`src/console_scrollback_buffer_macros.svh`:
```
// Assertion macros used by the console scrollback buffer datapath.
`ifndef CONSOLE_SCROLLBACK_BUFFER_MACROS_SVH
`define CONSOLE_SCROLLBACK_BUFFER_MACROS_SVH
`ifndef NO_ASSERTIONS
`define CSB_ASSERT(name, clk, rst, prop) \
   name: assert property (@(posedge clk) disable iff (rst) (prop)) \
      else $error("csb assertion failed");
`define CSB_ASSERT_NEXT(name, clk, rst, pre, post) \
   name: assert property (@(posedge clk) disable iff (rst) (pre) |=> (post)) \
      else $error("csb assertion failed");
`else
`define CSB_ASSERT(name, clk, rst, prop)
`define CSB_ASSERT_NEXT(name, clk, rst, pre, post)
`endif
`endif

```
`src/csb_pkg.sv`:
```
// Types and constants of the console scrollback buffer.
`default_nettype none
package csb_pkg;

   localparam logic [1:0] OP_PUT   = 2'd0;
   localparam logic [1:0] OP_CLEAR = 2'd1;
   localparam logic [1:0] OP_READ  = 2'd2;

   localparam logic [7:0] CH_NEWLINE   = 8'd10;
   localparam logic [7:0] CH_BACKSPACE = 8'd8;

   typedef struct packed {
      logic [1:0] operation;
      logic [7:0] char_code;
      logic [7:0] ink_color;
      logic [7:0] read_line;
      logic [6:0] read_column;
   } req_type;

   typedef struct packed {
      logic [8:0] held_count;
      logic [7:0] current_length;
      logic [7:0] cell_char;
      logic [7:0] cell_color;
      logic [7:0] read_length;
      logic       read_valid;
   } rsp_type;

   typedef struct packed {
      logic put;
      logic clear;
      logic zero_read;
      logic read_start;
      logic read_finish;
   } cmd_type;

endpackage
`default_nettype wire

```
`src/csb_ctrl.sv`:
```
// Request sequencing state machine of the console scrollback buffer.
`default_nettype none
module csb_ctrl
   import csb_pkg::*;
(
   input  wire logic       clock,
   input  wire logic       reset,
   input  wire logic       req_valid,
   output logic            req_stall,
   input  wire logic [1:0] operation,
   output logic            rsp_valid,
   input  wire logic       rsp_stall,
   output cmd_type         cmd
);

   typedef enum logic [1:0] {
      S_IDLE,
      S_READ,
      S_RESP
   } state_type;

   state_type state_ff;
   logic      rsp_valid_ff;
   logic      accept;

   assign req_stall = (state_ff != S_IDLE);
   assign rsp_valid = rsp_valid_ff;
   assign accept    = req_valid && (state_ff == S_IDLE);

   always_comb begin
      cmd             = '0;
      cmd.put         = accept && (operation == OP_PUT);
      cmd.clear       = accept && (operation == OP_CLEAR);
      cmd.read_start  = accept && (operation == OP_READ);
      cmd.zero_read   = accept && (operation != OP_READ);
      cmd.read_finish = (state_ff == S_READ);
   end

   always_ff @(posedge clock) begin
      if (reset) begin
         state_ff     <= S_IDLE;
         rsp_valid_ff <= 1'b0;
      end else begin
         case (state_ff)
            S_IDLE: begin
               if (accept) begin
                  if (operation == OP_READ) begin
                     state_ff <= S_READ;
                  end else begin
                     state_ff     <= S_RESP;
                     rsp_valid_ff <= 1'b1;
                  end
               end
            end
            S_READ: begin
               state_ff     <= S_RESP;
               rsp_valid_ff <= 1'b1;
            end
            S_RESP: begin
               if (!rsp_stall) begin
                  state_ff     <= S_IDLE;
                  rsp_valid_ff <= 1'b0;
               end
            end
            default: begin
               state_ff     <= S_IDLE;
               rsp_valid_ff <= 1'b0;
            end
         endcase
      end
   end

endmodule
`default_nettype wire

```
`config.mk`:
```
export PLATFORM = sky130hd
export DESIGN_NAME = csb_ctrl
export DESIGN_NICKNAME = d
export VERILOG_FILES = /design/src/console_scrollback_buffer_macros.svh /design/src/csb_pkg.sv /design/src/csb_ctrl.sv
export SDC_FILE = /design/constraint.sdc
export NUM_CORES = 1
export LEC_CHECK = 0
export BUFFER_PORTS_ARGS = -buffer_cell sky130_fd_sc_hd__buf_2
export CAP_MARGIN = 20
export CORE_AREA = 4 4 41 43
export DETAILED_ROUTE_END_ITERATION = 10
export DIE_AREA = 0 0 45 47
export SYNTH_ARGS = -nofsm -noshare
export SYNTH_HDL_FRONTEND = slang
export SYNTH_SLANG_ARGS = --single-unit
```
`constraint.sdc`:
```
create_clock -name clock -period 1.2 [get_ports clock]
set_input_delay 0.12 -clock clock [delete_from_list [all_inputs] [get_ports clock]]
set_output_delay 0.12 -clock clock [all_outputs]
set_load 0.01 [all_outputs]
```
# After elaboration in Yosys (flattened, before gate mapping)
# Cells that the tools add are included.
# op_classes
n_eq_ne,8
mux,8
reduce_logical,10
# ops
operator,n
$ne A2 B2 Y1 const B,4
$mux W2,3
$pmux W2 S3,1
$logic_and A1 B1 Y1,5
$eq A2 B1 Y1 const B,2
$eq A2 B2 Y1 const B,2
$logic_not A2 Y1,2
$mux W1,3
$pmux W1 S3,1
$reduce_and A3 Y1,1
$reduce_and A2 Y1,1
$reduce_bool A2 Y1,1
# word_totals
register_bits,3
elab_cells,28

# Logic depth before layout (Yosys ltp)
# Gate-level depths: netlist of the first run.
# depth
ltp_word,4
mapped_depth,3
depth_no_buf,3

# Least setup slack after synthesis of the first run
# Ideal clock, no wire load.
# synth_path
path_kind,flip-flop to output port
start,reg state_ff[0]
end,out cmd[4] (netlist bit)
t_arrival_ns,0.849
t_required_ns,1.080
path_slack_ns,0.231
stages_incl_launch_ff,4
cell_sequence,dfxtp_1 nor2_2 nand2_1 nor3_1
# synth_lines
element,line,rtl
from (decl),csb_ctrl.sv:22,state_type state_ff;
from (signal assigned),csb_ctrl.sv:41,state_ff <= S_IDLE;
from (signal assigned),csb_ctrl.sv:48,state_ff <= S_READ;
from (signal assigned),csb_ctrl.sv:50,state_ff <= S_RESP;
to (decl),csb_ctrl.sv:13,output cmd_type cmd

==> run_results.csv, run 1 <==
group,metric,value,unit
yosys,syn_area,179,um2
cells_and_area,layout-drive-gt1-share,70.3,%
timing,hold_viol,0,
timing,max_freq,841,MHz
yosys,synthTopCellsByCount,"dfxtp_1, nand2_1, nor2b_1, nor3_1",
worst_setup_path,required,1.08,ns
global_routing,grt_first_pass_wirelength,828,um
routing,viasPerCell,3.96,
pwr,power_density,1200,nW/um2
worst_setup_path,path_cells,"nor2_4 > buf_4 > and3_1 > buf_2",
pwr,power.static_leakage,0.000162,uW
placed_design,placed_cells,47,
worst_setup_path,cp_slowest_stage_delay,0.32,ns
pwr,p_int,280,uW
timing,finalSetupViolCount,0,
yosys,yosys.area.top_type_share,33.6,%
yosys,ys_top_cells_by_area,"dfxtp_1, a2111oi_2, nand2b_4",
run_status,status,"finished, final reports clean",
timing,rsz0062_at_grt,"true",
timing,final.min_clock_period,1.19,ns
timing,finalClockSkew,0.000868,ns
routing,wl_met1,163,um
die,rows,13,
yosys,yosys.area.top_type,"dfxtp_1",
yosys,async_reset_ff_share,0,%
clocking,clk_pin_slew,0.04,ns
timing,slew_viol_final,0,
timing,relSlewSlack,81.3,%
yosys,synth-edff-count,0,
die,die_x,45,um
routing,drt_iter0_markers,0,
routing,vias,206,
timing,fin_crit_sh,99.1,%
yosys,yosysMostFrequentCell,"dfxtp_1",
worst_setup_path,cp-start-kind,"register",
yosys,synth_ff_type,"dfxtp_1",
global_routing,grt_start_max_net_pins,6,
cells_and_area,nets,44,
global_routing,antenna_found_initial,0,
placed_design,hpwlAfterDp,383,um
clocking,cts_buffers,3,
routing,detail-route-antenna-nets,0,
pwr,pwr-share-seq,30.2,%
worst_setup_path,endpoint_kind,"primary output",
global_routing,grt_overflow,0,
pwr,p_comb_share,24.4,%
routing,wire_per_inst,9.37,um
routing,drt_first_pass_iters,1,
cells_and_area,syn_to_final_growth,78.3,%
yosys,seq_area_frac_synth,33.6,%
die,dieArea,2120,um2
routing,met3_wirelength,47,um
die,io_pins,13,
global_routing,grt_usage,6.24,%
clocking,cts_tree,"built",
pwr,pwr-share-clk,45.4,%
routing,highest_layer,"met4",
die,core_region_area,1300,um2
global_routing,grt_pass1_vias,197,
yosys,ys_warn_count,0,
flow_run,max_cap_violations,0,
pwr,switching_power,103,uW
die,fp.dieH,47,um
min_path,min_path_type,"in2reg",
yosys,ys_ff_latch,3,
clocking,h-tree-depth,1,
routing,route.detailed.drc,0,
yosys,synth.avg_cell_area,9.42,um2
placed_design,portBuffers,12,
die,start_util,13.8,%
cells_and_area,fin_cells,52,
routing,routed_wl,487,um
timing,worst_pin_slew,0.280,ns
worst_setup_path,worstPathArrival,1.07,ns
worst_setup_path,critPathKind,"reg2out",
cells_and_area,diodes,0,
placed_design,gp_congestion,0.685,
worst_setup_path,slowest_stage,"dfxtp_2",
worst_setup_path,cp_max_fo,3,
pwr,swShare,26.9,%
clocking,worstSkewPairLatency,0.23,ns
yosys,synth_cell_types,14,
clocking,root_buffer,"clkbuf_4",
yosys,synth_nets,25,
pwr,max-vdd-ir-drop,0.000255,V
yosys,netlist_instances,19,
clocking,cts.path.max_buffers,2,
cells_and_area,postLayoutCellArea,319,um2
placed_design,placed_area,265,um2
clocking,clock_sinks,3,
routing,met2_length,269,um
## sequential cells by signal, indices dropped and copies added (netlist names)
signal     flops
rsp_valid      1
state_ff       2
## logic make-up after synthesis
kind of cell | count (synthesis) | share of synthesized area (%)
AND/OR/NAND/NOR | 12 | 44.1
flip-flops | 3 | 33.6
AO/OA/AOI/OAI | 3 | 20.3
buffers and inverters | 1 | 2.10
## power by group through the flow
| stage | sequential (uW) | clock [uW] | combinational (uW) |
|---|---|---|---|
| 3_5_place_dp | 115 | 0 | 82.1 |
| 6_report | 116 | 174 | 93.4 |
| 3_3_place_gp | 115 | 0 | 80.7 |
| 5_1_grt | 117 | 198 | 104 |
| 4_1_cts | 116 | 185 | 91.0 |
| 2_1_floorplan | 118 | 0 | 41.4 |
## cell type report
type / instances / area [um2]
fill: 157 / 982
multi-input combinational: 15 / 133
timing repair buffer: 14 / 75.1
sequential: 3 / 62.6
clock buffer: 4 / 26.3
tap: 15 / 18.8
inverter: 1 / 3.75
## worst max-delay path: cells and delay by family, from the launching register on
family,cells,cell delay (ns)
buffers and inverters,2,0.24
DFF,1,0.32
and+or+nand+nor,2,0.27
## cell usage in the layout, fill, tap and decap left out, types with 2 or more instances in the layout
cell      instances
buf_2            12
buf_4             2
clkbuf_4          3
dfxtp_2           2
nor2b_1           2
## final timing paths
path / start / endpoint / depth (start not counted) / slack, ns
hold / removal: reset / rsp_valid / 2 / 0.09
hold reg to reg: state_ff[1] / state_ff[0] / 3 / 0.56
setup reg to reg: state_ff[1] / rsp_valid / 3 / 0.20
setup / recovery: state_ff[1] / cmd[2] / 4 / 0.01
## stage by stage
| step | power [uW] | setup TNS (ns) | worst slack, ns | utilization, % | hold slack, ns |
|---|---|---|---|---|---|
| finish | 383 | 0 | 0.0112 | 24.5 | 0.0942 |
| detailed placement | 197 | 0 | 0.139 | 20.4 | 0.335 |
| global placement | 196 | 0 | 0.128 | 20.4 | 0.329 |
| CTS | 392 | 0 | 0.0120 | 23.8 | 0.0886 |
| global route | 418 | -0.126 | -0.0547 | 24.5 | 0.0900 |
| floorplan | 160 | 0 | 0.231 | - | 0.189 |
## what timing repair did
| action | 4_1_cts | 5_1_grt |
|---|---|---|
| setup endpoints to repair | 3 | 3 |
| pin swaps | 3 | 0 |
| buffers inserted | 1 | 0 |
| resized for setup | 4 | 2 |
| hold buffers | 0 | 0 |
## layer usage
metal  global-route usage (%)  vias up
met1                     4.54       92
met4                     7.02        0
met2                     9.60        5
met5                        0        -
li1                         -      107
met3                     4.98        2
(Power assumes the default switching activity.)
==> run 2, diff against run 1 <==
--- a/config.mk
+++ b/config.mk
@@ -7,9 +7,10 @@
 export LEC_CHECK = 0
 export BUFFER_PORTS_ARGS = -buffer_cell sky130_fd_sc_hd__buf_2
 export CAP_MARGIN = 20
-export CORE_AREA = 4 4 41 43
+export CORE_AREA = 2 2 39 41
+export CTS_BUF_LIST = sky130_fd_sc_hd__clkbuf_8
 export DETAILED_ROUTE_END_ITERATION = 10
-export DIE_AREA = 0 0 45 47
+export DIE_AREA = 0 0 41 43
 export SYNTH_ARGS = -nofsm -noshare
 export SYNTH_HDL_FRONTEND = slang
 export SYNTH_SLANG_ARGS = --single-unit
==> run_results.csv, run 2 (same netlist as run 1, synthesis figures left out) <==
group,metric,value,unit
clocking,worstSkewPairLatency,0.21,ns
pwr,p_comb_share,17.8,%
timing,worst_pin_slew,0.261,ns
worst_setup_path,required,1.08,ns
worst_setup_path,cp-start-kind,"register",
clocking,root_buffer,"clkbuf_8",
cells_and_area,fin_cells,53,
timing,fin_crit_sh,98.9,%
cells_and_area,syn_to_final_growth,85.3,%
global_routing,grt_usage,7.11,%
min_path,hold_start,"reset",
placed_design,portBuffers,12,
clocking,cts_buffers,3,
die,rows,14,
worst_setup_path,r2r-start,"state_ff[0]",
cells_and_area,nets,44,
worst_setup_path,crit_start,"state_ff[0]",
clocking,clock_sinks,3,
global_routing,grt_overflow,0,
cells_and_area,fillers,161,
timing,finalClockSkew,0.000501,ns
routing,detail-route-antenna-nets,0,
cells_and_area,final_cell_mix,"buf_2, clkbuf_8",
pwr,power.static_leakage,0.000170,uW
clocking,cts_tree,"built",
cells_and_area,largest_reg_flops,2,
clocking,cts.path.max_buffers,2,
routing,route.detailed.drc,0,
routing,viasPerCell,3.96,
die,io_pins,13,
timing,final.min_clock_period,1.19,ns
cells_and_area,final_common_cell,"buf_2",
worst_setup_path,critPathKind,"reg2out",
pwr,pwr-share-clk,57.7,%
pwr,swShare,23.4,%
placed_design,gp_congestion,0.620,
die,die_x,41,um
worst_setup_path,endpoint_kind,"primary output",
pwr,pwr-share-seq,24.5,%
cells_and_area,layout-drive-gt1-share,67.6,%
pwr,switching_power,113,uW
worst_setup_path,worstPathArrival,1.07,ns
timing,relSlewSlack,82.5,%
die,core_region_area,1380,um2
cells_and_area,diodes,0,
timing,hold_viol,0,
pwr,power_density,1460,nW/um2
global_routing,grt_start_max_net_pins,6,
timing,hold-worst-slack,0.110,ns
run_status,status,"finished, final reports clean",
routing,routed_wl,465,um
placed_design,placed_cells,47,
routing,wire_per_inst,8.77,um
timing,max_freq,843,MHz
cells_and_area,largest_register,"state_ff",
timing,finalSetupViolCount,0,
global_routing,antenna_found_initial,0,
pwr,p_int,370,uW
timing,rsz0062_at_grt,"true",
routing,vias,210,
clocking,clk_pin_slew,0.03,ns
routing,drt_first_pass_iters,1,
timing,slew_viol_final,0,
die,fp.dieH,43,um
die,dieArea,1760,um2
routing,drt_iter0_markers,0,
clocking,h-tree-depth,1,
flow_run,max_cap_violations,0,
min_path,min_path_type,"in2reg",
die,start_util,12.9,%
pwr,max-vdd-ir-drop,0.000369,V
pwr,p_total,483,uW
global_routing,grt_first_pass_wirelength,759,um
global_routing,grt_pass1_vias,203,
worst_setup_path,cp_max_fo,4,
## run 2: final cells by class
type	count	area [um2]	area share, %
clock buffer	3	41.3	12.5
clock inverter	1	3.75	1.13
inverter	1	3.75	1.13
multi-input combinational	15	123	37.0
sequential	3	65.1	19.6
tap	16	20.0	6.04
timing repair buffer	14	75.1	22.6
## run 2: metrics by stage
stage | setup slack, ns | setup TNS, ns | instance area [um2] | util (%)
2_1_floorplan | 0.231 | 0 | 179 | -
3_3_place_gp | 0.141 | 0 | 259 | 18.7
3_5_place_dp | 0.117 | 0 | 259 | 18.7
4_1_cts | 0.00311 | 0 | 332 | 24.0
5_1_grt | -0.0489 | -0.0839 | 332 | 24.0
6_report | 0.0132 | 0 | 332 | 24.0
## run 2: layer usage
metal	vias up	part of all wire (%)	global-route usage, %
met5	-	0	0
met4	0	0	8.00
met3	0	5.8	4.71
met2	4	62	10.6
met1	101	32	5.11
li1	105	-	-
## run 2: worst max-delay path, cell delays in order, from the launching register on
cell and delay [ns]:
dfxtp_2 0.33, nor2_4 0.13, nand2_2 0.09, nor3b_2 0.15, buf_2 0.15
## run 2: path summary, 6_finish.rpt
check        slack, ns  depth (start not counted)   endpoint
min               0.11                          2  rsp_valid
max               0.01                          4     cmd[3]
max reg2reg       0.23                          2  rsp_valid
min reg2reg       0.49                          1  rsp_valid
## run 2: repair_timing
action                                  4_1_cts  5_1_grt
hold buffers                                  0        0
endpoints found under the hold margin         0        0
gates resized for setup                       5        0
endpoints found under the setup margin        3        3
pin swaps                                     3        1
setup buffers                                 2        0
## run 2: power by group through the flow
stage	clock [uW]	sequential, uW	combinational (uW)
global placement	0	118	72.8
detailed placement	0	118	73.9
finish	279	118	85.8
floorplan	0	118	41.4
global route	299	120	94.1
CTS	285	118	86.5
